===== src/rtl/advection_rk2_central_stencil_assert.svh =====
// Assertion helpers shared by the stencil modules.
`ifndef ADVECTION_RK2_CENTRAL_STENCIL_ASSERT_SVH
`define ADVECTION_RK2_CENTRAL_STENCIL_ASSERT_SVH

// Condition holds at every sampled edge out of reset.
`define ADV_ASSERT_ALWAYS(label, cond) \
  label: assert property (@(posedge clk) disable iff (!rst_n) (cond)) \
    else $error("advrk2 check failed");

// Consequent holds in the same cycle as the antecedent.
`define ADV_ASSERT_IMP(label, ante, cons) \
  label: assert property (@(posedge clk) disable iff (!rst_n) (ante) |-> (cons)) \
    else $error("advrk2 check failed");

// Consequent holds in the cycle after the antecedent.
`define ADV_ASSERT_NEXT(label, ante, cons) \
  label: assert property (@(posedge clk) disable iff (!rst_n) (ante) |=> (cons)) \
    else $error("advrk2 check failed");

`endif


===== src/rtl/advrk2_pkg.sv =====
package advrk2_pkg;

  localparam int VALUE_BITS = 24;
  localparam int DIFF_BITS  = VALUE_BITS + 1;
  localparam int K_BITS     = 16;
  localparam int PROD_BITS  = DIFF_BITS + K_BITS + 1;
  localparam int NP_BITS    = 7;
  localparam int IT_BITS    = 16;

  localparam int CFG_DATA_BITS = 16;
  localparam int CFG_IDX_BITS  = 2;

  localparam logic [CFG_IDX_BITS-1:0] CFG_NUM_POINTS      = 2'd0;
  localparam logic [CFG_IDX_BITS-1:0] CFG_COURANT_NUMBER  = 2'd1;
  localparam logic [CFG_IDX_BITS-1:0] CFG_ITERATION_COUNT = 2'd2;

  localparam logic [NP_BITS-1:0] NUM_POINTS_RESET      = 7'd64;
  localparam logic [K_BITS-1:0]  COURANT_NUMBER_RESET  = 16'd1638;
  localparam logic [IT_BITS-1:0] ITERATION_COUNT_RESET = 16'd1;
  localparam logic [NP_BITS-1:0] MIN_POINTS            = 7'd3;

  localparam int SHIFT_ONE = 16;
  localparam int SHIFT_TWO = 15;
  localparam logic signed [PROD_BITS-1:0] ROUND_ONE = PROD_BITS'(2 ** (SHIFT_ONE - 1));
  localparam logic signed [PROD_BITS-1:0] ROUND_TWO = PROD_BITS'(2 ** (SHIFT_TWO - 1));
  localparam logic signed [PROD_BITS-1:0] SAT_HI = PROD_BITS'(2 ** (VALUE_BITS - 1) - 1);
  localparam logic signed [PROD_BITS-1:0] SAT_LO = -(PROD_BITS'(2 ** (VALUE_BITS - 1)));

  localparam int QUEUE_DEPTH = 4;
  localparam int QPTR_BITS   = 2;
  localparam int QCNT_BITS   = 3;

  typedef struct packed {
    logic signed [VALUE_BITS-1:0] sample;
    logic                         is_last;
  } in_item_t;

  typedef struct packed {
    logic signed [VALUE_BITS-1:0] value;
    logic                         last_value;
  } out_item_t;

  typedef struct packed {
    logic                         wr;
    logic [NP_BITS-1:0]           addr;
    logic signed [VALUE_BITS-1:0] sample;
    logic                         run;
  } cmd_t;

  typedef struct packed {
    logic [NP_BITS-1:0] points;
    logic [K_BITS-1:0]  k;
    logic [IT_BITS-1:0] iters;
  } run_cfg_t;

  typedef enum logic [1:0] {
    BK_IDLE,
    BK_STAGE1,
    BK_STAGE2,
    BK_EMIT
  } back_state_t;

endpackage


===== src/rtl/advrk2_back.sv =====
`include "advection_rk2_central_stencil_assert.svh"

module advrk2_back #(
  parameter int GRID_POINTS = 64
) (
  input  logic                  clk,
  input  logic                  rst_n,
  input  advrk2_pkg::run_cfg_t  cfg,
  input  logic                  q_valid,
  input  advrk2_pkg::cmd_t      q_cmd,
  output logic                  q_pop,
  output logic                  out_valid,
  output advrk2_pkg::out_item_t out_data,
  input  logic                  out_stall
);
  import advrk2_pkg::*;

  localparam int AW = (GRID_POINTS > 1) ? $clog2(GRID_POINTS) : 1;

  logic [VALUE_BITS-1:0] field_mem [GRID_POINTS];
  logic [VALUE_BITS-1:0] stage_mem [GRID_POINTS];

  back_state_t state_r;
  back_state_t state_nxt;

  logic [NP_BITS-1:0] idx_r;
  logic [NP_BITS-1:0] idx_nxt;
  logic [IT_BITS-1:0] iter_r;

  logic signed [VALUE_BITS-1:0] fs_rd_r;
  logic signed [VALUE_BITS-1:0] ss_rd_r;
  logic                         v1_r;
  logic [NP_BITS-1:0]           j1_r;
  logic                         emit_pend_r;

  logic signed [VALUE_BITS-1:0] fw0_r, fw1_r, fw2_r;
  logic signed [VALUE_BITS-1:0] sw0_r, sw1_r, sw2_r;

  logic               v2_r;
  logic [NP_BITS-1:0] c2_r;
  logic               e2_r;

  logic                         v3_r;
  logic [NP_BITS-1:0]           c3_r;
  logic signed [VALUE_BITS-1:0] u3_r;
  logic signed [DIFF_BITS-1:0]  diff_r;
  logic signed [DIFF_BITS-1:0]  diff_nxt;

  logic                         v4_r;
  logic [NP_BITS-1:0]           c4_r;
  logic signed [VALUE_BITS-1:0] u4_r;
  logic signed [PROD_BITS-1:0]  prod_r;
  logic signed [K_BITS:0]       k_s;

  logic signed [PROD_BITS-1:0] rnd_sum;
  logic signed [PROD_BITS-1:0] delta;
  logic signed [PROD_BITS-1:0] res;
  logic [VALUE_BITS-1:0]       wb_val;

  logic      out_valid_r;
  out_item_t out_data_r;

  logic               in_stage;
  logic               is_stage1;
  logic               pipe_busy;
  logic               pass_end;
  logic               stage_issue;
  logic               emit_issue;
  logic               rd_en;
  logic [AW-1:0]      rd_addr;
  logic               load_we;
  logic               stage_we;
  logic               field_wb_we;

  assign in_stage  = (state_r == BK_STAGE1) || (state_r == BK_STAGE2);
  assign is_stage1 = state_r == BK_STAGE1;
  assign pipe_busy = v1_r || v2_r || v3_r || v4_r;
  assign pass_end  = idx_r == (cfg.points + NP_BITS'(1));
  assign rd_addr   = idx_r[AW-1:0];
  assign k_s       = {1'b0, cfg.k};

  always_comb begin
    state_nxt = state_r;
    case (state_r)
      BK_IDLE: begin
        if (q_valid && q_cmd.run) begin
          state_nxt = BK_STAGE1;
        end
      end
      BK_STAGE1: begin
        if (pass_end && !pipe_busy) begin
          state_nxt = BK_STAGE2;
        end
      end
      BK_STAGE2: begin
        if (pass_end && !pipe_busy) begin
          state_nxt = (iter_r == IT_BITS'(1)) ? BK_EMIT : BK_STAGE1;
        end
      end
      BK_EMIT: begin
        if ((idx_r == cfg.points) && !emit_pend_r) begin
          state_nxt = BK_IDLE;
        end
      end
      default: state_nxt = BK_IDLE;
    endcase
  end

  always_comb begin
    q_pop       = (state_r == BK_IDLE) && q_valid;
    stage_issue = in_stage && (idx_r <= cfg.points);
    emit_issue  = (state_r == BK_EMIT) && (idx_r < cfg.points) && !emit_pend_r &&
                  (!out_valid_r || !out_stall);
    rd_en       = stage_issue || emit_issue;
    load_we     = q_pop && q_cmd.wr;
    stage_we    = is_stage1 && v4_r;
    field_wb_we = (state_r == BK_STAGE2) && v4_r;
  end

  always_comb begin
    idx_nxt = idx_r;
    if (state_nxt != state_r) begin
      idx_nxt = '0;
    end else if (rd_en) begin
      idx_nxt = idx_r + NP_BITS'(1);
    end
  end

  always_comb begin
    if (e2_r) begin
      diff_nxt = '0;
    end else if (is_stage1) begin
      diff_nxt = {fw2_r[VALUE_BITS-1], fw2_r} - {fw0_r[VALUE_BITS-1], fw0_r};
    end else begin
      diff_nxt = {sw2_r[VALUE_BITS-1], sw2_r} - {sw0_r[VALUE_BITS-1], sw0_r};
    end
  end

  always_comb begin
    rnd_sum = prod_r + (is_stage1 ? ROUND_ONE : ROUND_TWO);
    delta   = is_stage1 ? (rnd_sum >>> SHIFT_ONE) : (rnd_sum >>> SHIFT_TWO);
    res     = PROD_BITS'(u4_r) - delta;
    if (res > SAT_HI) begin
      wb_val = SAT_HI[VALUE_BITS-1:0];
    end else if (res < SAT_LO) begin
      wb_val = SAT_LO[VALUE_BITS-1:0];
    end else begin
      wb_val = res[VALUE_BITS-1:0];
    end
  end

  always_ff @(posedge clk) begin
    if (load_we) begin
      field_mem[q_cmd.addr[AW-1:0]] <= q_cmd.sample;
    end else if (field_wb_we) begin
      field_mem[c4_r[AW-1:0]] <= wb_val;
    end
    if (stage_we) begin
      stage_mem[c4_r[AW-1:0]] <= wb_val;
    end
    if (rd_en) begin
      fs_rd_r <= field_mem[rd_addr];
      ss_rd_r <= stage_mem[rd_addr];
      j1_r    <= idx_r;
    end
  end

  always_ff @(posedge clk) begin
    if (v1_r) begin
      fw0_r <= fw1_r;
      fw1_r <= fw2_r;
      fw2_r <= fs_rd_r;
      sw0_r <= sw1_r;
      sw1_r <= sw2_r;
      sw2_r <= ss_rd_r;
    end
    c2_r   <= j1_r - NP_BITS'(1);
    e2_r   <= (j1_r == NP_BITS'(1)) || (j1_r == cfg.points);
    c3_r   <= c2_r;
    u3_r   <= fw1_r;
    diff_r <= diff_nxt;
    c4_r   <= c3_r;
    u4_r   <= u3_r;
    prod_r <= PROD_BITS'(diff_r) * PROD_BITS'(k_s);
    if (emit_pend_r) begin
      out_data_r.value      <= fs_rd_r;
      out_data_r.last_value <= j1_r == (cfg.points - NP_BITS'(1));
    end
  end

  always_ff @(posedge clk) begin
    if (!rst_n) begin
      state_r     <= BK_IDLE;
      idx_r       <= '0;
      iter_r      <= '0;
      v1_r        <= 1'b0;
      v2_r        <= 1'b0;
      v3_r        <= 1'b0;
      v4_r        <= 1'b0;
      emit_pend_r <= 1'b0;
      out_valid_r <= 1'b0;
    end else begin
      state_r     <= state_nxt;
      idx_r       <= idx_nxt;
      v1_r        <= stage_issue;
      v2_r        <= v1_r && (j1_r != '0);
      v3_r        <= v2_r;
      v4_r        <= v3_r;
      emit_pend_r <= emit_issue;
      if (state_r == BK_IDLE && state_nxt == BK_STAGE1) begin
        iter_r <= cfg.iters;
      end else if (state_r == BK_STAGE2 && state_nxt == BK_STAGE1) begin
        iter_r <= iter_r - IT_BITS'(1);
      end
      if (emit_pend_r) begin
        out_valid_r <= 1'b1;
      end else if (!out_stall) begin
        out_valid_r <= 1'b0;
      end
    end
  end

  assign out_valid = out_valid_r;
  assign out_data  = out_data_r;

  `ADV_ASSERT_IMP(a_emit_slot_free, emit_pend_r, !out_valid_r)
  `ADV_ASSERT_IMP(a_wb_in_grid, v4_r, c4_r < cfg.points)
  `ADV_ASSERT_IMP(a_emit_drained, state_r == BK_EMIT, !v2_r && !v3_r && !v4_r)

endmodule


===== config.mk =====
export PLATFORM = sky130hd
export DESIGN_NAME = advrk2_back
export DESIGN_NICKNAME = d
export VERILOG_FILES = /design/src/rtl/advrk2_pkg.sv /design/src/rtl/advrk2_back.sv
export VERILOG_INCLUDE_DIRS = /design/src /design/src/rtl
export SDC_FILE = /design/constraint.sdc
export NUM_CORES = 2
export LEC_CHECK = 0
export BUFFER_PORTS_ARGS = -buffer_cell sky130_fd_sc_hd__buf_2
export CAP_MARGIN = 20
export CORE_MARGIN = 1
export CORE_UTILIZATION = 44
export CTS_CLUSTER_DIAMETER = 40
export DETAILED_ROUTE_END_ITERATION = 10
export PLACE_DENSITY = 0.67
export SLEW_MARGIN = 20
export SYNTH_ARGS = -nofsm -noshare
export SYNTH_HDL_FRONTEND = slang
export SYNTH_SLANG_ARGS = --single-unit

===== constraint.sdc =====
create_clock -name clk -period 23 [get_ports clk]
set_input_delay 2.3 -clock clk [delete_from_list [all_inputs] [get_ports clk]]
set_output_delay 2.3 -clock clk [all_outputs]
set_load 0.02 [all_outputs]

==> impl_metrics.toml <==
[placement]
globalplace.congestion = 0.856
total_of_buffers_placed_on_input_and_output_ports = 101
detailedPlacementHpwl_um = 217000
place.detailed.instances = 11959

[clocking]
number_of_levels_in_the_clock_h_tree = 5
clk_latency_ns = 0.95
clock_tree.root_cell = "sky130_fd_sc_hd__clkbuf_16"
clkSlewWorstSetupHoldPaths_ns = 0.06
post_cts_hold_buffer_count = 0
ctsResizeCount = 0
number_of_cts_inserted_buffers = 412
tritoncts = "done"
cts_num_sinks = 3447
postCtsSetupBuffers = 0
clk_path_buf_depth = 4

[global_routing]
grt_overall_usage = 0.220
grt_overflow = 0
antenna_found_initial = 51
grt_pass1_vias = 77513
grt_start_max_net_pins = 149
grt_first_pass_wirelength_um = 536000

[worst_hold_path]
hold_path.class = "register to register"
hold_path_startpoint = "u3_r[1]$_DFF_P_"

[timing]
final.period_utilization = 0.369
fin_crit_ns = 8.49
maxClockFrequency_mhz = 118
report.final.hold_viol_count = 0
timing.final.max_slew_violations = 0
rsz0062_at_grt = "false"
timing.max_slew.rel_slack = 0.147
report.final.setup_viol = 0
final.setup_skew_ns = 0.0600
setup_total_negative_slack_ns = 0
tightestPinTransition_ns = 1.27
worst_hold_slack_ns = 0.297

[cells_and_area]
layout.cells.most_common_list = "3296 x sky130_fd_sc_hd__edfxtp_1, 1008 x sky130_fd_sc_hd__mux4_2, 532 x sky130_fd_sc_hd__inv_1"
drive_gt1_frac = 0.267
design.final.nets = 8654
filler_cell_count = 26071
most_common_library_cell_in_the_layout_ignoring_fill_and_taps = "sky130_fd_sc_hd__edfxtp_1"
final_cells = 12749
areaGrowthSynthToFinish_pct = 14.5

[power_and_ir_drop]
vdd.ir_drop.worst_mv = 0.575
p_leak_nw = 55.4
power_density_normalized_to_cell_area_nw_per_um2 = 156

[synthesis]
synth-main-ff-cell = "sky130_fd_sc_hd__edfxtp_1"
syn_area_um2 = 148000
ys_seq_area_frac = 0.690
synth_largest_area_cell = "sky130_fd_sc_hd__edfxtp_1"
synth_cell_types = 92
post_synth_main_area_contributors = "sky130_fd_sc_hd__edfxtp_1 67%, sky130_fd_sc_hd__mux4_2 15%, sky130_fd_sc_hd__fa_1 5.3%"
postSynth.asyncResetShare = 0
yosys_warnings = 0
synthesis.nets = 8246
synthesis.area_per_instance_um2 = 19.5
synth_enable_flop_cells = 3296
postSynthCellCount = 7580
ys_ff_latch = 3447
synthDominantCellAreaShare = 0.670

[floorplan]
placement_rows = 212
die_h_um = 582
io_pins = 103
initial_utilization = 0.443
core-area_um2 = 334000
die_footprint_um2 = 338000
floorplan.die.width_um = 582

[critical_path]
crit_path_max_fanout = 76
worst_setup_path_start_kind = "register"
cp_slowest_cell = "sky130_fd_sc_hd__clkinv_2"
critical-path-top-delay-family = "compound AO/OA/AOI/OAI gates"
worstPathBufferInverterCount = 3
critical_path_class = "register to register"
timing.critical_path.to_type = "register"
timing.critical_path.arrival_ns = 9.06
crit_required_ns = 23.57
critical-path-max-stage-delay_ns = 0.90
cell_by_cell_trace_of_the_critical_path = "inv_1 -> ha_2 -> nor2b_1 -> ha_1 -> a21oi_1 -> nor2_1 -> nand2_1 -> nor3_1 -> nand3_1 -> nor3_1 -> a21oi_1 -> a22o_1 -> ha_1 -> nand3_1 -> nor2_1 -> nand2_1 -> o41ai_2 -> a2111oi_4 -> a21oi_2 -> clkinv_2 -> o21ai_1 -> o221a_2 -> buf_4"
r2r-start = "state_r[1]$_SDFF_PN0_"
crit_path_start = "state_r[1]$_SDFF_PN0_"
ff2ff_setup_slack_ns = 14.51

[run_status]
run_status = "finished, final reports clean"

[drt]
initialDrtViolationCount = 9182
routed_wl_um = 373000
drcViolationCount = 0
drtPass1Iterations = 8
avgRoutedWirePerCell_um = 29.3
drtAntennaViolNets = 0
vias = 75475
vias_per_cell = 5.92

[run]
drv.max_cap_violation_count = 0
==> logic make-up after synthesis <==
logic type	after synthesis	synth area share
flip-flops	3447	0.690
AND/OR/NAND/NOR	1046	0.0333
multiplexers	1039	0.156
buffers and inverters	871	0.0224
adder cells (fa/ha/maj)	590	0.0698
AO/OA/AOI/OAI	461	0.0210
XOR/XNOR	126	0.00761
==> worst paths after layout <==
path | cells after the start | end
hold / removal | 0 | u4_r[1]$_DFF_P_
hold reg to reg | 0 | u4_r[1]$_DFF_P_
setup reg to reg | 23 | field_mem[6][4]$_DFFE_PP_
setup / recovery | 23 | field_mem[6][4]$_DFFE_PP_
==> per-layer routing <==
layer  vias to the layer above  part of all wire  global-route usage
li1                      30713                 -                   -
met2                      3754              0.48               0.356
met4                         2             0.039              0.0832
met3                       696             0.088              0.0375
met1                     40310              0.39               0.300
met5                         -          0.000035                   0
==> cell usage after synthesis, drive strengths merged (45+ instances only) <==
cell,n
xnor2,73
a21o,49
and2,176
xor2,52
inv,533
edfxtp,3296
clkbuf,248
a21oi,125
mux4,1008
ha,198
nand2,371
nor3,45
o21ai,107
nand3,57
buf,88
dfxtp,151
nor2,253
fa,392
==> stage by stage <==
stage / area, µm² / util / power [mW] / setup WS, ns
after CTS: 169000 / 0.507 / 26.6 / 14.67
after floorplan: 148000 / - / 16.4 / 14.27
final: 169000 / 0.507 / 26.4 / 14.51
after detailed placement: 155000 / 0.464 / 19.9 / 13.71
after global routing: 169000 / 0.507 / 28.0 / 14.14
after global placement: 155000 / 0.464 / 19.6 / 13.73
==> where the power goes <==
group	internal, mW	switching [mW]	total (mW)
Clock	4.00	2.63	6.63
Combinational	4.36	7.01	11.4
Sequential	8.22	0.136	8.35
Total	16.6	9.78	26.4
==> final cells by class <==
class | count | area, µm² | area share
Sequential cell | 3447 | 102000 | 0.603
Multi-Input combinational cell | 3262 | 43200 | 0.255
Clock buffer | 479 | 10900 | 0.0641
Tap cell | 4387 | 5490 | 0.0324
Clock inverter | 283 | 3320 | 0.0196
Timing Repair Buffer | 330 | 2370 | 0.0140
Inverter | 535 | 2010 | 0.0119
Antenna cell | 26 | 65.1 | 0.000384
==> state kept, by name (all words and copies together), names as in the netlist, 6 cells and up <==
name and flops:
c3_r 6, ss_rd_r 24, fw2_r 24, sw1_r 24, field_mem 1536, j1_r 7
out_data 25, iter_r 16, fw0_r 24, sw0_r 24, sw2_r 24, idx_r 7
stage_mem 1536, c4_r 6, u4_r 24, diff_r 25, u3_r 24, c2_r 6
fw1_r 24, prod_r 28, fs_rd_r 24
Power figures use the tool's default switching activity.
