<file path="src/rtl/advection_rk2_central_stencil_assert.svh">
// Assertion helpers shared by the stencil modules.
`ifndef ADVECTION_RK2_CENTRAL_STENCIL_ASSERT_SVH
`define ADVECTION_RK2_CENTRAL_STENCIL_ASSERT_SVH

// Condition holds at every sampled edge out of reset.
`define ADV_ASSERT_ALWAYS(label, cond) \
  label: assert property (@(posedge clk) disable iff (!rst_n) (cond)) \
    else $error("advrk2 check failed");

// Consequent holds in the same cycle as the antecedent.
`define ADV_ASSERT_IMP(label, ante, cons) \
  label: assert property (@(posedge clk) disable iff (!rst_n) (ante) |-> (cons)) \
    else $error("advrk2 check failed");

// Consequent holds in the cycle after the antecedent.
`define ADV_ASSERT_NEXT(label, ante, cons) \
  label: assert property (@(posedge clk) disable iff (!rst_n) (ante) |=> (cons)) \
    else $error("advrk2 check failed");

`endif

</file>
<file path="src/rtl/advrk2_pkg.sv">
package advrk2_pkg;

  localparam int VALUE_BITS = 24;
  localparam int DIFF_BITS  = VALUE_BITS + 1;
  localparam int K_BITS     = 16;
  localparam int PROD_BITS  = DIFF_BITS + K_BITS + 1;
  localparam int NP_BITS    = 7;
  localparam int IT_BITS    = 16;

  localparam int CFG_DATA_BITS = 16;
  localparam int CFG_IDX_BITS  = 2;

  localparam logic [CFG_IDX_BITS-1:0] CFG_NUM_POINTS      = 2'd0;
  localparam logic [CFG_IDX_BITS-1:0] CFG_COURANT_NUMBER  = 2'd1;
  localparam logic [CFG_IDX_BITS-1:0] CFG_ITERATION_COUNT = 2'd2;

  localparam logic [NP_BITS-1:0] NUM_POINTS_RESET      = 7'd64;
  localparam logic [K_BITS-1:0]  COURANT_NUMBER_RESET  = 16'd1638;
  localparam logic [IT_BITS-1:0] ITERATION_COUNT_RESET = 16'd1;
  localparam logic [NP_BITS-1:0] MIN_POINTS            = 7'd3;

  localparam int SHIFT_ONE = 16;
  localparam int SHIFT_TWO = 15;
  localparam logic signed [PROD_BITS-1:0] ROUND_ONE = PROD_BITS'(2 ** (SHIFT_ONE - 1));
  localparam logic signed [PROD_BITS-1:0] ROUND_TWO = PROD_BITS'(2 ** (SHIFT_TWO - 1));
  localparam logic signed [PROD_BITS-1:0] SAT_HI = PROD_BITS'(2 ** (VALUE_BITS - 1) - 1);
  localparam logic signed [PROD_BITS-1:0] SAT_LO = -(PROD_BITS'(2 ** (VALUE_BITS - 1)));

  localparam int QUEUE_DEPTH = 4;
  localparam int QPTR_BITS   = 2;
  localparam int QCNT_BITS   = 3;

  typedef struct packed {
    logic signed [VALUE_BITS-1:0] sample;
    logic                         is_last;
  } in_item_t;

  typedef struct packed {
    logic signed [VALUE_BITS-1:0] value;
    logic                         last_value;
  } out_item_t;

  typedef struct packed {
    logic                         wr;
    logic [NP_BITS-1:0]           addr;
    logic signed [VALUE_BITS-1:0] sample;
    logic                         run;
  } cmd_t;

  typedef struct packed {
    logic [NP_BITS-1:0] points;
    logic [K_BITS-1:0]  k;
    logic [IT_BITS-1:0] iters;
  } run_cfg_t;

  typedef enum logic [1:0] {
    BK_IDLE,
    BK_STAGE1,
    BK_STAGE2,
    BK_EMIT
  } back_state_t;

endpackage

</file>
<file path="src/rtl/advrk2_front.sv">
module advrk2_front #(
  parameter int GRID_POINTS = 64
) (
  input  logic                 clk,
  input  logic                 rst_n,
  input  logic                 in_valid,
  input  advrk2_pkg::in_item_t in_data,
  output logic                 in_stall,
  input  logic                 q_full,
  output logic                 q_push,
  output advrk2_pkg::cmd_t     q_cmd
);
  import advrk2_pkg::*;

  logic [NP_BITS-1:0] load_idx_r;
  logic [NP_BITS-1:0] load_idx_nxt;
  logic               has_room;
  logic               accept;

  assign has_room = load_idx_r < NP_BITS'(GRID_POINTS);
  assign accept   = in_valid && !q_full;
  assign in_stall = q_full;
  assign q_push   = accept;

  always_comb begin
    q_cmd.wr     = has_room;
    q_cmd.addr   = load_idx_r;
    q_cmd.sample = in_data.sample;
    q_cmd.run    = in_data.is_last;
  end

  always_comb begin
    load_idx_nxt = load_idx_r;
    if (accept) begin
      if (in_data.is_last) begin
        load_idx_nxt = '0;
      end else if (has_room) begin
        load_idx_nxt = load_idx_r + NP_BITS'(1);
      end
    end
  end

  always_ff @(posedge clk) begin
    if (!rst_n) begin
      load_idx_r <= '0;
    end else begin
      load_idx_r <= load_idx_nxt;
    end
  end

endmodule

</file>
<file path="config.mk">
export PLATFORM = sky130hd
export DESIGN_NAME = advrk2_front
export DESIGN_NICKNAME = d
export VERILOG_FILES = /design/src/rtl/advection_rk2_central_stencil_assert.svh /design/src/rtl/advrk2_pkg.sv /design/src/rtl/advrk2_front.sv
export SDC_FILE = /design/constraint.sdc
export NUM_CORES = 1
export LEC_CHECK = 0
export BUFFER_PORTS_ARGS = -buffer_cell sky130_fd_sc_hd__clkbuf_2
export CAP_MARGIN = 20
export CORE_MARGIN = 1.5
export CORE_UTILIZATION = 35
export CTS_BUF_LIST = sky130_fd_sc_hd__clkbuf_8
export CTS_CLUSTER_DIAMETER = 100
export CTS_CLUSTER_SIZE = 30
export DETAILED_ROUTE_END_ITERATION = 12
export GPL_TIMING_DRIVEN = 0
export PLACE_DENSITY = 0.81
export REMOVE_ABC_BUFFERS = 1
export SLEW_MARGIN = 20
export SYNTH_ARGS = -nofsm -noshare
export SYNTH_HDL_FRONTEND = slang
export SYNTH_SLANG_ARGS = --single-unit
</file>
<file path="constraint.sdc">
create_clock -name clk -period 1.8 [get_ports clk]
set_input_delay 0.18 -clock clk [delete_from_list [all_inputs] [get_ports clk]]
set_output_delay 0.18 -clock clk [all_outputs]
set_load 0.005 [all_outputs]
</file>
==> impl_results.md, run 1 <==
- Final worst-path cycle share: 75.1%
- R2r setup slk: 0.45 ns
- First-pass GRT wire length: 2.07 mm
- Top FF cell, synth: dfxtp_1
- Flop pwr share: 39.0%
- Min-Delay Path Class: primary input to flop
- Critical Path AT: 1.52 ns
- #FFs+latches synth: 7
- Final number of setup-violating endpoints: 0
- Type of the worst setup path: flop to flop
- Clock network power share: 53.8%
- M1 WL: 668 um
- DP HPWL: 1.24 mm
- RSZ-0062 raised after global routing: no
- Final hold vios: 0
- CTS tree: yes
- FMAX: 740 MHz
- Clk_lat worst skew: 0.23 ns
- Status: complete, but fails checks
- Longest Clk Path Bufs: 2
- CTS Buf Count: 3
- Overall routed net length: 1.51 mm
- Number of fill cells in the layout: 167
- Nets: 93
- Metal2 WL: 444 um
- Reg clk slew, reported paths: 0.04 ns
- Max FO, Critical Path: 5
- Yosys warns: 0
- Syn Area/Cell: 8.34 um2
- Core box area: 1560 um2
- Layout Cells excl Fill: 78
- Number of flops mapped to enable cells by yosys: 0
- Vias: 427
- Synth async-reset ratio: 0%
- # resized after CTS: 0
- GRT Total Usage: 15.8%
- Via density: 5.47
- Synth cell types: 24
- Sw Pwr: 89.7 uW
- Worst Min Path Start: in_data[0]
- Power Density: 779 nW/um2
- Antenna diodes: 0
- Largest net degree at the start of global routing: 10
- # DRC: 4
- Top reg by flops: load_idx_r
- Root Buffer: clkbuf_8
- Sequential area share after synthesis: 23.3%
- Met3 routed WL: 377 um
- Failing checks: design-rule violations
- Boundary Pins: 64
- Reg2Reg Launch Point: load_idx_r[0]
- Setup TNS: 0 ns
- Die ar.: 1970 um2
- Max-cap violation count: 0
- Antenna-violating nets left: 0
- Leakage power: 0.223 nW
- Yosys top cell area share: 33.8%
- Area leader, netlist: buf_4
- Internal: 317 uW
- Die height: 44.4 um
- Die span in x: 44.4 um
- DP Cell Count: 74
- Biggest regs: load_idx_r x7
- Critical Path RT: 1.97 ns
- # hold bufs at CTS: 0
- Sw frac: 22.0%
- Initial Util: 38.5%
- Row count: 14
- Dpl cell area: 478 um2
- WL/cell: 19.3 um
- Mapped cell area: 601 um2
- 1st-pass router iterations: 8
- Final instance area: 523 um2
- GPL Wtd Cong: 0.743
- Clk sinks: 7
- Initial antenna violation count: 0
- Ranking of synthesized cells by area: buf_4 34%, dfxtp_1 23%, mux2i_1 5.0%
- Max reg flops: 7
- CP startpoint kind: flop
- Max Slew Vio Count: 0
- Drt first-iter violations: 10
- Most common cell in the netlist: buf_4
- Post-synthesis cell count: 72
- Clock Skew: 0.00307 ns
- H-Tree Depth: 1
- Number of buffers added on ports: 15
- Max Used Layer: met4
- Layout cells sized above 1: 33.9%
- Worst-Margin Slew: 0.450 ns
- Number of global-route vias before repair: 347
- Nature of the critical path endpoint: flop
- Maximum vdd ir drop: 397 uV
- Area Overhead vs Synth: -12.9%
- Post-CTS Setup Inserts: 0
- Comb power frac: 7.2%
- Synth cell count leaders: 27 x buf_4, 7 x dfxtp_1, 4 x inv_1, 4 x nand3b_1
- Minimum clock period: 1.35 ns
- Max-slew headroom: 70.0%
- Grt ovf: 0
- Crit. Startpoint: load_idx_r[0]
==> layer usage <==
layer	GRT usage (%)	up-vias
met5	2.86	-
li1	-	197
met1	20.1	181
met4	5.45	0
met2	12.1	46
met3	22.9	3
==> final cells by class <==
type | count | area (um2) | share of cell area [%]
flip-flops and latches | 7 | 140 | 26.8
well taps | 16 | 20.0 | 3.83
clock buffers | 3 | 41.3 | 7.89
inverters | 5 | 18.8 | 3.59
clock inverters | 1 | 3.75 | 0.718
multi-input cells | 31 | 224 | 42.8
repair buffers | 15 | 75.1 | 14.4
==> final timing paths <==
check	cells past startpoint	to
max	4	load_idx_r[2]
min	3	load_idx_r[0]
min reg2reg	2	load_idx_r[4]
max reg2reg	4	load_idx_r[2]
==> critical path: stages (launching register included) <==
cell and delay (ns):
dfxtp_1 0.39, ha_1 0.20, inv_1 0.07, or4_1 0.50, a21oi_1 0.14
==> placed cells by master, fill, tap and decap left out, types with 3 or more instances in the layout <==
cell type and count:
mux2i_1 3, inv_1 5, nand3b_1 4, nand2_1 3, clkbuf_8 3, nand3_1 3
clkbuf_2 15, dfxtp_1 7
==> per-stage QoR <==
step	worst slack (ns)	total power, mW	hold slack, ns	util [%]
after global placement	0.477	0.190	0.360	30.7
after global routing	0.356	0.421	0.304	33.5
after floorplan	0.529	0.174	0.320	-
after detailed placement	0.462	0.191	0.360	30.7
after CTS	0.441	0.410	0.286	33.5
final	0.449	0.407	0.288	33.5
==> cell families (layout without fill, tap and decap cells) <==
kind of cell    Yosys count  count (layout)  share of synthesized area (%)
compound gates            7               7                           7.71
flops                     7               7                           23.3
fa+ha+maj                 1               1                           2.08
buf+inv                  34              24                           39.4
mux                       3               3                           5.00
simple gates             20              20                           22.5
==> power by group through the flow <==
stage,registers (mW),clock network (mW),logic (mW)
6_report,0.159,0.219,0.0294
3_3_place_gp,0.161,0,0.0287
5_1_grt,0.159,0.231,0.0320
3_5_place_dp,0.161,0,0.0297
2_1_floorplan,0.161,0,0.0135
4_1_cts,0.159,0.222,0.0297
Power figures use the tool's default switching activity.
==> inputs of run 2 (changes only) <==
==> constraint.sdc (replaced) <==
create_clock -name clk -period 1.4 [get_ports clk]
set_input_delay 0.14 -clock clk [delete_from_list [all_inputs] [get_ports clk]]
set_output_delay 0.14 -clock clk [all_outputs]
set_load 0.005 [all_outputs]
==> run 2 against run 1 <==
The flow still finishes with violations (design-rule violations). Setup slack worse by 0.38 ns. Combinational power up 29%. Global-route usage unchanged. Sequential power up 28%. Non-clock buffer count unchanged. Via count unchanged. First-iteration DRC count unchanged. Register-to-register slack worse by 0.38 ns. Highest routed layer unchanged.
==> impl_results.md, run 2 (synthesis results as in run 1) <==
- Status: complete, but fails checks
- Failing checks: design-rule violations
- Die span in x: 44.4 um
- Final instance area: 524 um2
- Critical Path AT: 1.49 ns
- Worst-Margin Slew: 0.450 ns
- Power Total: 524 uW
- Root Buffer: clkbuf_8
- Vias: 427
- GPL Wtd Cong: 0.743
- Antenna-violating nets left: 0
- Max reg flops: 7
- Max-slew headroom: 70.0%
- Top reg by flops: load_idx_r
- 1st-pass router iterations: 8
- Commonest cells after routing, fill and taps aside: 15 x clkbuf_2, 6 x dfxtp_1, 5 x inv_1, 4 x nand3b_1
- Initial Util: 38.5%
- GRT Total Usage: 15.8%
- Final worst-path cycle share: 94.8%
- Nature of the critical path endpoint: flop
- Drt first-iter violations: 10
- Nets: 93
- Min-Delay Path Class: primary input to flop
- Final WS setup: 0.0724 ns
- Antenna diodes: 0
- CTS tree: yes
- Type of the worst setup path: flop to flop
- Max Slew Vio Count: 0
- Reg clk slew, reported paths: 0.04 ns
- Worst-path cell chain: ha_1 > inv_1 > or4_1 > a21oi_1
- Minimum clock period: 1.33 ns
- Boundary Pins: 64
- Final number of setup-violating endpoints: 0
- # hold bufs at CTS: 0
- Slowest CP cell: or4_1
- # DRC: 4
- Most common cell after layout, fill and taps aside: clkbuf_2
- Leakage power: 0.224 nW
- Layout Cells excl Fill: 78
- Power Density: 999 nW/um2
- DP Cell Count: 74
- FMAX: 753 MHz
- Die height: 44.4 um
- Max-cap violation count: 0
- Bufs and invs on worst path: 1
- Final hold vios: 0
- Largest net degree at the start of global routing: 10
- WL/cell: 19.3 um
- Area Overhead vs Synth: -12.7%
- Number of fill cells in the layout: 168
- Biggest regs: load_idx_r x7
- First-pass GRT wire length: 2.07 mm
- RSZ-0062 raised after global routing: no
- Critical Path RT: 1.57 ns
- Layout cells sized above 1: 35.5%
- CTS Buf Count: 3
- Number of buffers added on ports: 15
- Initial antenna violation count: 0
- Crit-path max cell delay: 0.50 ns
- Clk_lat worst skew: 0.23 ns
- Dpl cell area: 478 um2
- Overall routed net length: 1.51 mm
- CP startpoint kind: flop
- Clk sinks: 7
- Clock Skew: 0.00307 ns
- Setup TNS: 0 ns
- Maximum vdd ir drop: 511 uV
- Die ar.: 1970 um2
- Post-route worst hold slack: 0.241 ns
- Via density: 5.47
- Longest Clk Path Bufs: 2
- Max FO, Critical Path: 4
- Core box area: 1560 um2
- H-Tree Depth: 1
- Util after Layout: 33.6%
- Place WS: 0.0617 ns
- Number of global-route vias before repair: 347
- DP HPWL: 1.24 mm
- CP delay by family, top: simple AND/OR/NAND/NOR gates
- Row count: 14
- Post-CTS Setup Inserts: 0
- Grt ovf: 0
run 2: report_power, final:
part           total (mW)  leakage (nW)  switching (mW)  internal [mW]
logic              0.0378         0.140          0.0214         0.0164
clock network       0.282        0.0269          0.0920          0.190
registers           0.204        0.0569         0.00197          0.202
total               0.524         0.224           0.115          0.408
run 2: final timing paths:
check | slack, ns | startpoint | depth (start not counted) | end
hold reg to reg | 0.49 | load_idx_r[4] | 2 | load_idx_r[4]
setup reg to reg | 0.07 | load_idx_r[1] | 4 | load_idx_r[2]
setup / recovery | 0.07 | load_idx_r[1] | 4 | load_idx_r[2]
hold / removal | 0.24 | in_data[0] | 3 | load_idx_r[0]
run 2: cell type report:
class,instances,area [um2],share of cell area (%)
flip-flops and latches,7,141,27.0
well taps,16,20.0,3.82
clock buffers,3,41.3,7.88
clock inverters,1,3.75,0.716
multi-input cells,31,224,42.7
repair buffers,15,75.1,14.3
inverters,5,18.8,3.58
run 2: worst reg2reg max path: stages, from the launching register on:
cell     delay [ns]
dfxtp_1        0.37
ha_1           0.19
inv_1          0.07
or4_1          0.50
a21oi_1        0.14
run 2: repair_timing:
item	CTS	global route
hold endpoints to repair	0	0
setup endpoints to repair	0	1
gates resized for setup	0	1
run 2: per-layer routing:
layer	vias up	routed length, um	track usage, %
li1	197	-	-
met1	181	668	20.1
met2	46	444	12.1
met3	3	377	22.9
met4	0	16	5.45
met5	-	0	2.86
==> inputs of run 3 (changes only) <==
--- a/config.mk
+++ b/config.mk
@@ -8,13 +8,13 @@
 export BUFFER_PORTS_ARGS = -buffer_cell sky130_fd_sc_hd__clkbuf_2
 export CAP_MARGIN = 20
 export CORE_MARGIN = 1.5
-export CORE_UTILIZATION = 35
+export CORE_UTILIZATION = 32
 export CTS_BUF_LIST = sky130_fd_sc_hd__clkbuf_8
 export CTS_CLUSTER_DIAMETER = 100
 export CTS_CLUSTER_SIZE = 30
 export DETAILED_ROUTE_END_ITERATION = 12
 export GPL_TIMING_DRIVEN = 0
-export PLACE_DENSITY = 0.81
+export PLACE_DENSITY = 0.77
 export REMOVE_ABC_BUFFERS = 1
 export SLEW_MARGIN = 20
 export SYNTH_ARGS = -nofsm -noshare
==> constraint.sdc (replaced) <==
create_clock -name clk -period 1.1 [get_ports clk]
set_input_delay 0.11 -clock clk [delete_from_list [all_inputs] [get_ports clk]]
set_output_delay 0.11 -clock clk [all_outputs]
set_load 0.005 [all_outputs]
==> run 3 against run 2 <==
The flow finishes with violations (negative setup slack). Maximum frequency increased by 12%. Global-route usage increased by 0.26 points. First-iteration DRC count decreased by 70%. Clock power increased by 25%. Final area increased by 13%. Setup slack got worse by 0.16 ns. Via count increased by 3.0%. Die area increased by 8.7%.
==> impl_results.md, run 3 (synthesis results as in run 1) <==
- Biggest regs: load_idx_r x7
- Number of buffers added on ports: 15
- GRT Total Usage: 16.1%
- Reg clk slew, reported paths: 0.04 ns
- Root Buffer: clkbuf_8
- Worst Min Path Start: in_data[24]
- Vias: 440
- Initial antenna violation count: 0
- CP delay by family, top: simple AND/OR/NAND/NOR gates
- Sw Pwr: 144 uW
- Nets: 95
- Most common cell after layout, fill and taps aside: clkbuf_2
- Drt first-iter violations: 3
- Worst-path cell chain: ha_4 > inv_2 > or4_1 > a21oi_1
- Die height: 46.3 um
- Final WS setup: -0.0897 ns
- Failing checks: negative setup slack
- Clk sinks: 7
- Overall routed net length: 1.60 mm
- Nature of the critical path endpoint: flop
- Die span in x: 46.3 um
- GPL Wtd Cong: 0.693
- Die ar.: 2150 um2
- CTS Buf Count: 3
- Worst-Margin Slew: 0.271 ns
- Status: complete, but fails checks
- Crit-path max cell delay: 0.46 ns
- Clock network power share: 52.7%
- Final hold vios: 0
- Row count: 15
- # DRC: 0
- Final number of setup-violating endpoints: 2
- Top reg by flops: load_idx_r
- Max FO, Critical Path: 3
- Antenna-violating nets left: 0
- RSZ-0062 raised after global routing: yes
- H-Tree Depth: 1
- Setup TNS: -0.114 ns
- Antenna diodes: 0
- CTS tree: yes
- Max-cap violation count: 0
- Longest Clk Path Bufs: 2
- Sw frac: 21.5%
- Reg2reg end: load_idx_r[2]
- # hold bufs at CTS: 0
- Final worst-path cycle share: 108%
- Initial Util: 34.4%
- Boundary Pins: 64
- Max reg flops: 7
- FMAX: 841 MHz
- Place WS: -0.257 ns
- Number of global-route vias before repair: 422
- Comb power frac: 8.4%
- R2r setup slk: -0.09 ns
- Via density: 4.94
- DP HPWL: 1.27 mm
- Reg2Reg Launch Point: load_idx_r[1]
- Layout cells sized above 1: 50.0%
- Clk_lat worst skew: 0.22 ns
- Bufs and invs on worst path: 1
- Largest net degree at the start of global routing: 10
- 1st-pass router iterations: 4
- CP startpoint kind: flop
- First-pass GRT wire length: 2.28 mm
- Type of the worst setup path: flop to flop
- Clock Skew: 0.000390 ns
- Power Density: 1130 nW/um2
- Min-Delay Path Class: primary input to output pin
- Leakage power: 0.236 nW
- Commonest cells after routing, fill and taps aside: 15 x clkbuf_2, 5 x dfxtp_1, 4 x inv_1, 4 x nand3b_1
- Internal: 524 uW
- Worst Reg-to-Reg Cells: 4
- Max Slew Vio Count: 0
- Critical Path AT: 1.34 ns
- Hold depth: 0
- Worst Hold Path EP: q_cmd[24]
- Critical Path RT: 1.25 ns
- Maximum vdd ir drop: 509 uV
- Power Total: 668 uW
- Area Overhead vs Synth: -1.67%
- Flop pwr share: 38.8%
- Util after Layout: 33.8%
- Slowest CP cell: or4_1
- Post-route worst hold slack: 0.220 ns
- WL/cell: 17.9 um
- Core box area: 1750 um2
- Grt ovf: 0
- Max-slew headroom: 81.9%
- Minimum clock period: 1.19 ns
==> run 3: layout make-up <==
| cell class | count | area (um2) |
|---|---|---|
| fill | 179 | 1150 |
| multi-input combinational | 31 | 263 |
| sequential | 7 | 143 |
| timing repair buffer | 17 | 90.1 |
| clock buffer | 3 | 41.3 |
| tap | 25 | 31.3 |
| inverter | 5 | 18.8 |
| clock inverter | 1 | 3.75 |
==> run 3: through the flow <==
step,cell area (um2),std cells
floorplan,383,43
global placement,489,83
detailed placement,489,83
CTS,576,89
global route,591,89
finish,591,89
==> run 3: worst max path at each step <==
stage               cells past startpoint  slack [ns]             to     startpoint
global route                            4       -0.13  load_idx_r[2]  load_idx_r[1]
detailed placement                      4       -0.26  load_idx_r[2]  load_idx_r[0]
floorplan                               4       -0.17  load_idx_r[2]  load_idx_r[0]
global placement                        4       -0.22  load_idx_r[2]  load_idx_r[0]
CTS                                     4       -0.09  load_idx_r[2]  load_idx_r[1]
finish                                  4       -0.09  load_idx_r[2]  load_idx_r[1]
==> run 3: repair_timing <==
| action | in CTS | in global routing |
|---|---|---|
| pin swaps | 6 | 1 |
| hold endpoints to repair | 0 | 0 |
| endpoints found under the setup margin | 6 | 6 |
| cloned | 0 | 0 |
| gates resized for setup | 8 | 3 |
| setup buffers | 2 | 0 |
==> run 3: routing by layer <==
metal	vias up	part of all wire [%]	global-route usage, %
met4	0	0.50	3.43
met5	-	0	2.86
met2	33	34	18.1
met3	2	21	18.8
met1	203	44	19.0
li1	202	-	-
==> run 3: power by group through the flow <==
stage / clock, mW / sequential [mW] / combinational, mW
final: 0.352 / 0.259 / 0.0564
after CTS: 0.359 / 0.259 / 0.0539
after floorplan: 0 / 0.263 / 0.0221
after global routing: 0.376 / 0.259 / 0.0638
after global placement: 0 / 0.263 / 0.0472
after detailed placement: 0 / 0.264 / 0.0481
