## src/rtl/advection_rk2_central_stencil_assert.svh

```systemverilog
// Assertion helpers shared by the stencil modules.
`ifndef ADVECTION_RK2_CENTRAL_STENCIL_ASSERT_SVH
`define ADVECTION_RK2_CENTRAL_STENCIL_ASSERT_SVH

// Condition holds at every sampled edge out of reset.
`define ADV_ASSERT_ALWAYS(label, cond) \
  label: assert property (@(posedge clk) disable iff (!rst_n) (cond)) \
    else $error("advrk2 check failed");

// Consequent holds in the same cycle as the antecedent.
`define ADV_ASSERT_IMP(label, ante, cons) \
  label: assert property (@(posedge clk) disable iff (!rst_n) (ante) |-> (cons)) \
    else $error("advrk2 check failed");

// Consequent holds in the cycle after the antecedent.
`define ADV_ASSERT_NEXT(label, ante, cons) \
  label: assert property (@(posedge clk) disable iff (!rst_n) (ante) |=> (cons)) \
    else $error("advrk2 check failed");

`endif

```

## src/rtl/advrk2_pkg.sv

```systemverilog
package advrk2_pkg;

  localparam int VALUE_BITS = 24;
  localparam int DIFF_BITS  = VALUE_BITS + 1;
  localparam int K_BITS     = 16;
  localparam int PROD_BITS  = DIFF_BITS + K_BITS + 1;
  localparam int NP_BITS    = 7;
  localparam int IT_BITS    = 16;

  localparam int CFG_DATA_BITS = 16;
  localparam int CFG_IDX_BITS  = 2;

  localparam logic [CFG_IDX_BITS-1:0] CFG_NUM_POINTS      = 2'd0;
  localparam logic [CFG_IDX_BITS-1:0] CFG_COURANT_NUMBER  = 2'd1;
  localparam logic [CFG_IDX_BITS-1:0] CFG_ITERATION_COUNT = 2'd2;

  localparam logic [NP_BITS-1:0] NUM_POINTS_RESET      = 7'd64;
  localparam logic [K_BITS-1:0]  COURANT_NUMBER_RESET  = 16'd1638;
  localparam logic [IT_BITS-1:0] ITERATION_COUNT_RESET = 16'd1;
  localparam logic [NP_BITS-1:0] MIN_POINTS            = 7'd3;

  localparam int SHIFT_ONE = 16;
  localparam int SHIFT_TWO = 15;
  localparam logic signed [PROD_BITS-1:0] ROUND_ONE = PROD_BITS'(2 ** (SHIFT_ONE - 1));
  localparam logic signed [PROD_BITS-1:0] ROUND_TWO = PROD_BITS'(2 ** (SHIFT_TWO - 1));
  localparam logic signed [PROD_BITS-1:0] SAT_HI = PROD_BITS'(2 ** (VALUE_BITS - 1) - 1);
  localparam logic signed [PROD_BITS-1:0] SAT_LO = -(PROD_BITS'(2 ** (VALUE_BITS - 1)));

  localparam int QUEUE_DEPTH = 4;
  localparam int QPTR_BITS   = 2;
  localparam int QCNT_BITS   = 3;

  typedef struct packed {
    logic signed [VALUE_BITS-1:0] sample;
    logic                         is_last;
  } in_item_t;

  typedef struct packed {
    logic signed [VALUE_BITS-1:0] value;
    logic                         last_value;
  } out_item_t;

  typedef struct packed {
    logic                         wr;
    logic [NP_BITS-1:0]           addr;
    logic signed [VALUE_BITS-1:0] sample;
    logic                         run;
  } cmd_t;

  typedef struct packed {
    logic [NP_BITS-1:0] points;
    logic [K_BITS-1:0]  k;
    logic [IT_BITS-1:0] iters;
  } run_cfg_t;

  typedef enum logic [1:0] {
    BK_IDLE,
    BK_STAGE1,
    BK_STAGE2,
    BK_EMIT
  } back_state_t;

endpackage

```

## src/rtl/advrk2_queue.sv

```systemverilog
`include "advection_rk2_central_stencil_assert.svh"

module advrk2_queue (
  input  logic             clk,
  input  logic             rst_n,
  input  logic             push,
  input  advrk2_pkg::cmd_t cmd_in,
  output logic             full,
  output logic             valid,
  output advrk2_pkg::cmd_t cmd_out,
  input  logic             pop
);
  import advrk2_pkg::*;

  cmd_t                 q_mem_r [QUEUE_DEPTH];
  logic [QPTR_BITS-1:0] wr_ptr_r;
  logic [QPTR_BITS-1:0] rd_ptr_r;
  logic [QCNT_BITS-1:0] cnt_r;
  logic [QCNT_BITS-1:0] cnt_nxt;
  logic                 do_push;
  logic                 do_pop;

  assign full    = cnt_r == QCNT_BITS'(QUEUE_DEPTH);
  assign valid   = cnt_r != '0;
  assign cmd_out = q_mem_r[rd_ptr_r];
  assign do_push = push && !full;
  assign do_pop  = pop && valid;

  always_comb begin
    cnt_nxt = cnt_r;
    if (do_push && !do_pop) begin
      cnt_nxt = cnt_r + QCNT_BITS'(1);
    end else if (do_pop && !do_push) begin
      cnt_nxt = cnt_r - QCNT_BITS'(1);
    end
  end

  always_ff @(posedge clk) begin
    if (do_push) begin
      q_mem_r[wr_ptr_r] <= cmd_in;
    end
  end

  always_ff @(posedge clk) begin
    if (!rst_n) begin
      wr_ptr_r <= '0;
      rd_ptr_r <= '0;
      cnt_r    <= '0;
    end else begin
      if (do_push) begin
        wr_ptr_r <= wr_ptr_r + QPTR_BITS'(1);
      end
      if (do_pop) begin
        rd_ptr_r <= rd_ptr_r + QPTR_BITS'(1);
      end
      cnt_r <= cnt_nxt;
    end
  end

  `ADV_ASSERT_ALWAYS(a_cnt_bound, cnt_r <= QCNT_BITS'(QUEUE_DEPTH))
  `ADV_ASSERT_IMP(a_no_push_full, push, !full)
  `ADV_ASSERT_IMP(a_pop_has_data, pop, valid)
  `ADV_ASSERT_NEXT(a_cnt_grow, push && !full && !pop, cnt_r == $past(cnt_r) + QCNT_BITS'(1))

endmodule

```

## config.mk

```make
export PLATFORM = sky130hd
export DESIGN_NAME = advrk2_queue
export DESIGN_NICKNAME = d
export VERILOG_FILES = /design/src/rtl/advrk2_pkg.sv /design/src/rtl/advrk2_queue.sv
export VERILOG_INCLUDE_DIRS = /design/src /design/src/rtl
export SDC_FILE = /design/constraint.sdc
export NUM_CORES = 1
export LEC_CHECK = 0
export BUFFER_PORTS_ARGS = -buffer_cell sky130_fd_sc_hd__buf_2
export CAP_MARGIN = 0
export CORE_AREA = 2 2 132 134
export DETAILED_ROUTE_END_ITERATION = 8
export DIE_AREA = 0 0 134 136
export SLEW_MARGIN = 0
export SYNTH_ARGS = -nofsm -noshare
export SYNTH_HDL_FRONTEND = slang
export SYNTH_SLANG_ARGS = --single-unit
```

## constraint.sdc

```tcl
create_clock -name clk -period 2.7 [get_ports clk]
set_input_delay 0.27 -clock clk [delete_from_list [all_inputs] [get_ports clk]]
set_output_delay 0.27 -clock clk [all_outputs]
set_load 0.03 [all_outputs]
```

==> results_dict.tcl, run 1 <==
set metrics [dict create \
    async_flop_share_pct 0 \
    antenna_found_initial 2 \
    skew_ps 17.1 \
    dr.pass1.iters 4 \
    synth_edf_count 132 \
    cts_sinks 141 \
    clk_latency_ps 420 \
    wire_per_inst_microns 17.4 \
    grt_util_met3_pct 4.66 \
    hp-start "cmd_in[18]" \
    period_minus_slack_ps 2200 \
    die_w_microns 134 \
    maxSlewHeadroom_pct 68.3 \
    ys.flop_type "edfxtp_1" \
    drtIter0Drc 207 \
    cp.required_ps 3040 \
    hpwl_mm 5.95 \
    io_buffers 71 \
    swShare_pct 29.5 \
    fin_util_pct 38.8 \
    grtUsageMet2_pct 18.2 \
    drv_cap 0 \
    std_cell_rows 48 \
    holdWs_ps 60.1 \
    cts_buffers 17 \
    area.growth.synth_to_final_pct 23.4 \
    syn_area_sq_um 5300 \
    drtAntennaViolNets 0 \
    drv_slew 0 \
    timing.rr.start "cnt_r[0]$_SDFFE_PN0P_" \
    drive_above_1_share_pct 44.9 \
    leakage_uw 0.00222 \
    initial_core_util_pct 31.4 \
    finalHoldViolCount 0 \
    synth.distinct_cells 23 \
    syn_inst 221 \
    core_sq_um 16900 \
    max_freq_mhz 454 \
    synth_seq_area_share_pct 78.2 \
    die_h_microns 136 \
    routed_via_density 4.41 \
    overflow 0 \
    status "finished clean" \
    clockBufferDepth 2 \
    period_share_pct 81.6 \
    power_frac_seq_pct 40.6 \
    ys_warn_count 0 \
    postCtsHoldBufs 0 \
    fin_setup_tns_ps 0 \
    worst_slew_pin_slew_ps 475 \
    ir_worst_vdd_mv 0.560 \
    syn_nets 264 \
    hold_path_class "primary input to flop" \
    final_nets 353 \
    vias 2421 \
    setup_viol 0 \
    synth_area_per_cell_sq_um 24.0 \
    htree_levels 4 \
    end_kind "flop" \
    synth-seq-cells 141 \
    startpoint_type "flop" \
    crit_type "flop to flop" \
    cts_tree "built" \
    gp_congestion 0.666 \
    rsz0062_at_grt "no" \
    grt_pass1_vias 2617 \
    path_max_fanout 6 \
    root_buffer "clkbuf_16" \
    powerDensity_nw_per_um2 1040 \
    met1_usage_pct 13.4 \
    path_clk_slew_ps 50 \
    combPwrFrac_pct 26.1 \
    drt-total-wl_mm 9.56 \
    p_int_uw 4800 \
    post-cts-setup-buffers 0 \
    io_pins 72 \
    power_switching_uw 2010 \
    crit_start "cnt_r[0]$_SDFFE_PN0P_" \
    grt_pass1_wl_mm 14.6 \
    grt.total_usage_pct 11.3 \
    grt_max_degree 25 \
    postCtsResizedCells 0 \
    worstPathArrival_ps 2540 \
    fp.dieArea_sq_um 18200 \
    clkPwrFrac_pct 33.3 \
    drc 0 \
    grt.busiest_layer "met2" \
]
[path summary, 6_finish.rpt]
kind | to | slack [ps] | depth (start not counted)
hold reg to reg | wr_ptr_r[0]$_SDFFE_PN0P_ | 500 | 2
hold / removal | q_mem_r[2][18]$_DFFE_PP_ | 60 | 1
setup / recovery | cnt_r[2]$_SDFFE_PN0P_ | 500 | 8
setup reg to reg | cnt_r[2]$_SDFFE_PN0P_ | 500 | 8
[Yosys cell counts (2+ instances only)]
cell type	count	share of area, %
dfxtp_1	9	3.4
mux4_1	3	1.5
buf_6	2	0.42
or3_1	2	0.24
buf_2	3	0.28
edfxtp_1	132	75
nor2b_1	2	0.24
ha_1	5	1.2
and2_1	8	0.94
clkbuf_1	2	0.14
mux2i_1	3	0.57
nand2_1	4	0.28
buf_12	3	1.1
inv_1	3	0.21
mux4_2	30	13
xnor2_1	3	0.50
[layer usage]
metal / part of all wire (%) / routed length, microns
met1: 43 / 4160
met2: 50 / 4770
met3: 5.2 / 494
met4: 1.3 / 121
met5: 0.14 / 13
[flip-flops by register name, summed over array words and instances, names as in the netlist, named ones only]
register / cells
wr_ptr_r: 2
q_mem_r: 132
cnt_r: 3
rd_ptr_r: 2
[cells by family after synthesis]
group / Yosys count / share of synthesized area, %
flops: 141 / 78.2
mux: 36 / 14.8
simple gates: 17 / 1.94
buf+inv: 13 / 2.20
fa+ha+maj: 6 / 1.56
compound gates: 4 / 0.637
xor+xnor: 4 / 0.661
[placed cells by master (no fill, tap or decap), types with 2 or more instances in the layout]
master	count
and2_2	4
mux4_1	3
and2_1	4
edfxtp_1	132
inv_1	3
mux2i_1	3
clkbuf_1	3
clkinvlp_4	4
buf_2	71
ha_1	5
dfxtp_1	7
mux4_2	30
or3_1	2
buf_12	4
buf_4	5
bufinv_16	3
xnor2_1	3
clkinv_1	2
nand2_1	4
clkinv_2	2
clkbuf_16	17
nor2b_1	2
dfxtp_2	2
[power by group through the flow]
stage	combinational, uW	clock (uW)	sequential [uW]
global placement	1810	0	2790
CTS	1830	2330	2770
global route	1910	2420	2790
detailed placement	1820	0	2810
finish	1780	2270	2760
floorplan	1410	0	2770
[worst max-delay path, cell delays in order, from the launching register on]
cell and delay, ps:
dfxtp_1 480, nor3b_2 90, nor2b_1 200, ha_1 230
inv_1 70, fa_1 370, xor2_1 190, or3_1 310
a21boi_0 190
[final cells by class]
type	count	area, sq um
clock inverters	12	146
diodes	1	2.50
well taps	225	282
clock buffers	20	437
fillers	1528	10300
multi-input cells	67	1040
flip-flops and latches	141	4150
inverters	3	11.3
repair buffers	80	473
[per-stage QoR]
| step | power [uW] | cell area, sq um | setup slack, ps | instances |
|---|---|---|---|---|
| global route | 7120 | 6540 | 385 | 548 |
| global placement | 4600 | 5960 | 699 | 516 |
| detailed placement | 4630 | 5960 | 501 | 516 |
| floorplan | 4180 | 5300 | 567 | 221 |
| finish | 6810 | 6540 | 496 | 549 |
| CTS | 6920 | 6540 | 471 | 548 |
No activity file was read; power rests on OpenSTA's default activity.
==> inputs of run 2 (changes only) <==
- clock period: 2.7 -> 1.95 ns (I/O delays scaled with it)
==> run 2 against run 1 <==
Against the previous run:
- core utilization grew 3.1 points
- flip-flop and latch count is the same
- sequential power grew 40%
- count of clock-buffer cells in the layout shrank 3
- critical endpoint unchanged
==> results_dict.tcl, run 2 (synthesized netlist as in run 1, its figures left out) <==
set metrics [dict create \
    overflow 0 \
    fp.dieArea_sq_um 18200 \
    status "finished clean" \
    largest_reg_flops 132 \
    grt.total_usage_pct 11.9 \
    whs_endpoint "q_mem_r[3][28]$_DFFE_PP_" \
    core_sq_um 16900 \
    root_buffer "clkbuf_16" \
    worstPathArrival_ps 2270 \
    die_h_microns 136 \
    worst_slew_pin_slew_ps 302 \
    drtIter0Drc 106 \
    ir_worst_vdd_mv 0.596 \
    r2r_setup_slack_ps 20 \
    finalHoldViolCount 0 \
    rsz0062_at_grt "yes" \
    timing.rr.start "cnt_r[2]$_SDFFE_PN0P_" \
    clk_latency_ps 420 \
    drv_slew 0 \
    period_minus_slack_ps 1930 \
    antenna_cells 0 \
    grt_pass1_wl_mm 15.5 \
    final_nets 395 \
    antenna_found_initial 0 \
    path_clk_slew_ps 60 \
    startpoint_type "flop" \
    drive_above_1_share_pct 45.3 \
    hpwl_mm 6.15 \
    dpl_cell_area_sq_um 6030 \
    largestRegisters "q_mem_r (132), cnt_r (3)" \
    dr.pass1.iters 4 \
    period_share_pct 99.0 \
    finalInstanceArea_sq_um 7060 \
    whs_path_depth 1 \
    wire_per_inst_microns 17.1 \
    max_freq_mhz 518 \
    initial_core_util_pct 31.4 \
    drv_cap 0 \
    io_buffers 71 \
    crit_type "flop to flop" \
    leakage_uw 0.00244 \
    gp_congestion 0.687 \
    cts_tree "built" \
    hold_path_class "primary input to flop" \
    mostFrequentLayoutCell "edfxtp_1" \
    fin_util_pct 41.8 \
    mostFrequentLayoutCells "edfxtp_1 (132), buf_2 (55), mux4_2 (33), dlygate4sd3_1 (32), clkbuf_16 (17)" \
    area.growth.synth_to_final_pct 33.2 \
    fill_cells 1494 \
    ff2ff_path_depth 8 \
    drtAntennaViolNets 0 \
    grt_pass1_vias 2750 \
    drt-total-wl_mm 10.0 \
    drc 0 \
    clockBufferDepth 2 \
    maxSlewHeadroom_pct 79.5 \
    rr_endpoint "cnt_r[2]$_SDFFE_PN0P_" \
    vias 2565 \
    pre_cts_ws_ps -18.2 \
    cp.required_ps 2290 \
    grt_max_degree 25 \
    cts_sinks 141 \
    cts_buffers 17 \
    routed_via_density 4.35 \
    std_cell_rows 48 \
    die_w_microns 134 \
    powerDensity_nw_per_um2 1390 \
    skew_ps 5.46 \
    path_max_fanout 6 \
    largest_register "q_mem_r" \
    hp-start "cmd_in[28]" \
    setup_viol 0 \
    end_kind "flop" \
    htree_levels 4 \
    io_pins 72 \
    setup_ws_ps 19.3 \
]
run 2: timing repair:
| action | in CTS | in global routing |
|---|---|---|
| pin swaps | 1 | 1 |
| gates resized for setup | 33 | 7 |
| gates cloned | 1 | 0 |
| setup endpoints to repair | 17 | 24 |
| endpoints found under the hold margin | 128 | 0 |
| buffers inserted | 1 | 2 |
| hold buffers | 32 | 0 |
run 2: area by class of cell:
cell class / instances / area, sq um / area share (%)
flip-flops and latches: 141 / 4160 / 58.9
well taps: 225 / 282 / 3.99
clock inverters: 14 / 129 / 1.83
multi-input cells: 67 / 1050 / 14.9
clock buffers: 17 / 425 / 6.03
repair buffers: 122 / 997 / 14.1
inverters: 3 / 11.3 / 0.160
run 2: per-stage QoR:
step,power [uW],hold slack (ps),TNS (ps),instances
4_1_cts,9890,0.399,-48.4,587
3_3_place_gp,6490,405,0,522
5_1_grt,10300,1.40,-414,589
6_report,9800,16.6,0,589
2_1_floorplan,5810,294,-21.7,221
3_5_place_dp,6550,411,-18.2,522
run 2: how the worst max path moves through the flow:
| stage | start | end | slack (ps) |
|---|---|---|---|
| 6_report | cnt_r[2]$_SDFFE_PN0P_ | cnt_r[2]$_SDFFE_PN0P_ | 20 |
| 5_1_grt | cnt_r[2]$_SDFFE_PN0P_ | cnt_r[2]$_SDFFE_PN0P_ | -50 |
| 2_1_floorplan | cnt_r[2]$_SDFFE_PN0P_ | cnt_r[2]$_SDFFE_PN0P_ | -20 |
| 3_3_place_gp | cnt_r[1]$_SDFFE_PN0P_ | cnt_r[2]$_SDFFE_PN0P_ | 80 |
| 3_5_place_dp | cnt_r[2]$_SDFFE_PN0P_ | cnt_r[2]$_SDFFE_PN0P_ | -20 |
| 4_1_cts | flop | cmd_out[19] | -40 |
run 2: power breakdown:
part	internal [uW]	switching (uW)	leakage, uW
sequential	3700	165	0.00129
clock	1850	1160	0.000271
combinational	1360	1580	0.000879
run 2: worst max-delay path: stages (launching register included):
cell      delay (ps)
dfxtp_4          360
nor3b_4          160
nor2b_2          150
ha_2             210
inv_1             60
fa_2             330
xor2_1           170
or3_1            310
a21boi_1         120
run 2: layer usage:
layer / share of wire [%] / global-route usage (%) / up-vias
met5: 0 / 0 / -
met4: 2.0 / 5.50 / 0
met3: 4.4 / 4.14 / 13
met2: 50 / 19.6 / 53
met1: 43 / 14.0 / 1321
li1: - / - / 1178
==> inputs of run 3 (changes only) <==
- CORE_AREA: 2 2 132 134 -> 2 2 127 129
- DIE_AREA: 0 0 134 136 -> 0 0 129 131
==> run 3 against run 2 <==
Against the previous run:
- the run now ends with negative setup slack left
- wire length rose by 1.8%
- count of clock-buffer cells in the layout is 2 higher
- sequential power about the same
- power barely moved
- final cell count fell by 1.2%
- setup slack lost 46 ps
- clock skew is essentially flat
- core utilization is 3.9 points higher
- first-iteration DRC count is 14% lower
- global-route usage increased by 0.75 points
- flip-flop and latch count unchanged
- largest cell class unchanged
- highest routed layer unchanged
==> results_dict.tcl, run 3 (synthesized netlist as in run 1, its figures left out) <==
set metrics [dict create \
    core_sq_um 15600 \
    status "finished, violations left" \
    setup_ws_ps -26.5 \
    cts_sinks 141 \
    worstPathArrival_ps 2310 \
    rr_endpoint "cnt_r[2]$_SDFFE_PN0P_" \
    fill_cells 1337 \
    final_nets 398 \
    met1_usage_pct 13.8 \
    leakage_uw 0.00246 \
    largest_reg_flops 132 \
    hpwl_mm 5.91 \
    grtUsageMet2_pct 22.4 \
    die_w_microns 129 \
    crit_path_cell_trace "nor3b_4 > nor2b_2 > ha_2 > inv_1 > fa_2 > xor2_1 > or3_1 > a21boi_1" \
    mostFrequentLayoutCells "edfxtp_1 (132), buf_2 (41), mux4_2 (33), dlygate4sd3_1 (32), buf_6 (30)" \
    whs_endpoint "q_mem_r[2][25]$_DFFE_PP_" \
    grt_util_met3_pct 4.28 \
    area.growth.synth_to_final_pct 34.7 \
    fin_setup_tns_ps -28.7 \
    cp.required_ps 2280 \
    max_freq_mhz 506 \
    period_minus_slack_ps 1980 \
    grt.busiest_layer "met2" \
    critPathSlowestCell "dfxtp_2" \
    rsz0062_at_grt "yes" \
    dpl_cell_area_sq_um 6020 \
    clk_latency_ps 410 \
    drc 0 \
    path_clk_slew_ps 50 \
    end_kind "flop" \
    hold_path_class "primary input to flop" \
    cts_tree "built" \
    holdWs_ps 11.9 \
    grt_pass1_wl_mm 15.0 \
    power_switching_uw 2910 \
    largestRegisters "q_mem_r (132), cnt_r (3)" \
    cts_buffers 17 \
    overflow 0 \
    skew_ps 5.43 \
    combPwrFrac_pct 33.4 \
    antenna_cells 0 \
    grt_pass1_vias 2708 \
    mostFrequentLayoutCell "edfxtp_1" \
    finalHoldViolCount 0 \
    ff2ff_path_depth 8 \
    grt.total_usage_pct 12.6 \
    root_buffer "clkbuf_16" \
    std_cell_rows 46 \
    period_share_pct 101 \
    io_buffers 71 \
    path_max_fanout 6 \
    clkPwrFrac_pct 27.2 \
    die_h_microns 131 \
    htree_levels 4 \
    powerDensity_nw_per_um2 1370 \
    hp-start "cmd_in[25]" \
    crit_buf_inv 1 \
    drtAntennaViolNets 0 \
    drive_above_1_share_pct 44.8 \
    crit_type "flop to flop" \
    r2r_setup_slack_ps -30 \
    violations "negative setup slack" \
    whs_path_depth 1 \
    largest_register "q_mem_r" \
    drv_slew 0 \
    clockBufferDepth 2 \
    maxSlewHeadroom_pct 73.2 \
    initial_core_util_pct 34.0 \
    crit_family "simple AND/OR/NAND/NOR gates" \
    antenna_found_initial 0 \
    swShare_pct 29.7 \
    wire_per_inst_microns 17.6 \
    gp_congestion 0.727 \
    slowest_delay_ps 350 \
    drt-total-wl_mm 10.2 \
    grt_max_degree 22 \
    timing.rr.start "cnt_r[2]$_SDFFE_PN0P_" \
    fp.dieArea_sq_um 16900 \
    startpoint_type "flop" \
    vias 2589 \
    drv_cap 0 \
    drtIter0Drc 91 \
    ir_worst_vdd_mv 0.528 \
    p_int_uw 6890 \
    fin_util_pct 45.7 \
    finalInstanceArea_sq_um 7140 \
    io_pins 72 \
    power_frac_seq_pct 39.4 \
    worst_slew_pin_slew_ps 395 \
    routed_via_density 4.45 \
    setup_viol 3 \
    dr.pass1.iters 4 \
]
[run 3: cell count changes in the layout (fill, tap and decap cells not counted)]
cell       previous run  this run
buf_12                5         6
dfxtp_4               3         1
clkinv_1              3         4
buf_2                55        41
dfxtp_2               2         4
bufinv_16             2         0
clkbuf_1              0         2
buf_6                15        30
buf_4                14        13
clkbuf_16            17        19
clkinv_4              2         0
[run 3: layer usage]
metal / up-vias / wire length [microns]
met3: 15 / 385
met1: 1322 / 4130
met4: 0 / 195
li1: 1190 / -
met2: 62 / 5520
met5: - / 0
[run 3: area by class of cell]
cell class                 count  area (sq um)  share of cell area, %
inverter                       3          11.3                  0.158
sequential                   141          4150                   58.2
tap                          216           270                   3.79
timing repair buffer         125          1160                   16.2
multi-input combinational     67          1050                   14.8
clock inverter                11          55.1                  0.772
clock buffer                  19           433                   6.07
[run 3: metrics by stage]
step	setup WS, ps	std cells	total power, uW
global placement	78.5	514	6460
detailed placement	-46.8	514	6510
global route	-101	582	10200
finish	-26.5	582	9800
floorplan	-21.7	221	5810
CTS	-75.4	578	9570
[run 3: how the worst max path moves through the flow]
| stage | start | endpoint | slack (ps) | cells past startpoint |
|---|---|---|---|---|
| after floorplan | cnt_r[2]$_SDFFE_PN0P_ | cnt_r[2]$_SDFFE_PN0P_ | -20 | 9 |
| after global placement | cnt_r[2]$_SDFFE_PN0P_ | cnt_r[2]$_SDFFE_PN0P_ | 80 | 8 |
| after detailed placement | cnt_r[1]$_SDFFE_PN0P_ | cnt_r[2]$_SDFFE_PN0P_ | -50 | 7 |
| after CTS | flop | cmd_out[19] | -80 | 3 |
| after global routing | cnt_r[2]$_SDFFE_PN0P_ | cnt_r[2]$_SDFFE_PN0P_ | -100 | 8 |
| final | cnt_r[2]$_SDFFE_PN0P_ | cnt_r[2]$_SDFFE_PN0P_ | -30 | 8 |
[run 3: timing repair]
action                                 in CTS  in global routing
setup buffers                               1                  2
resized for setup                          35                 51
setup endpoints to repair                  30                 30
endpoints found under the hold margin     128                  0
pin swaps                                   2                  2
gates cloned                                1                  2
hold buffers                               32                  0
[run 3: power groups by stage]
| stage | Sequential [uW] | Combinational (uW) | Clock [uW] |
|---|---|---|---|
| 6_report | 3860 | 3270 | 2660 |
| 3_5_place_dp | 3880 | 2640 | 0 |
| 4_1_cts | 3850 | 2980 | 2740 |
| 3_3_place_gp | 3850 | 2620 | 0 |
| 5_1_grt | 3890 | 3480 | 2860 |
| 2_1_floorplan | 3840 | 1970 | 0 |
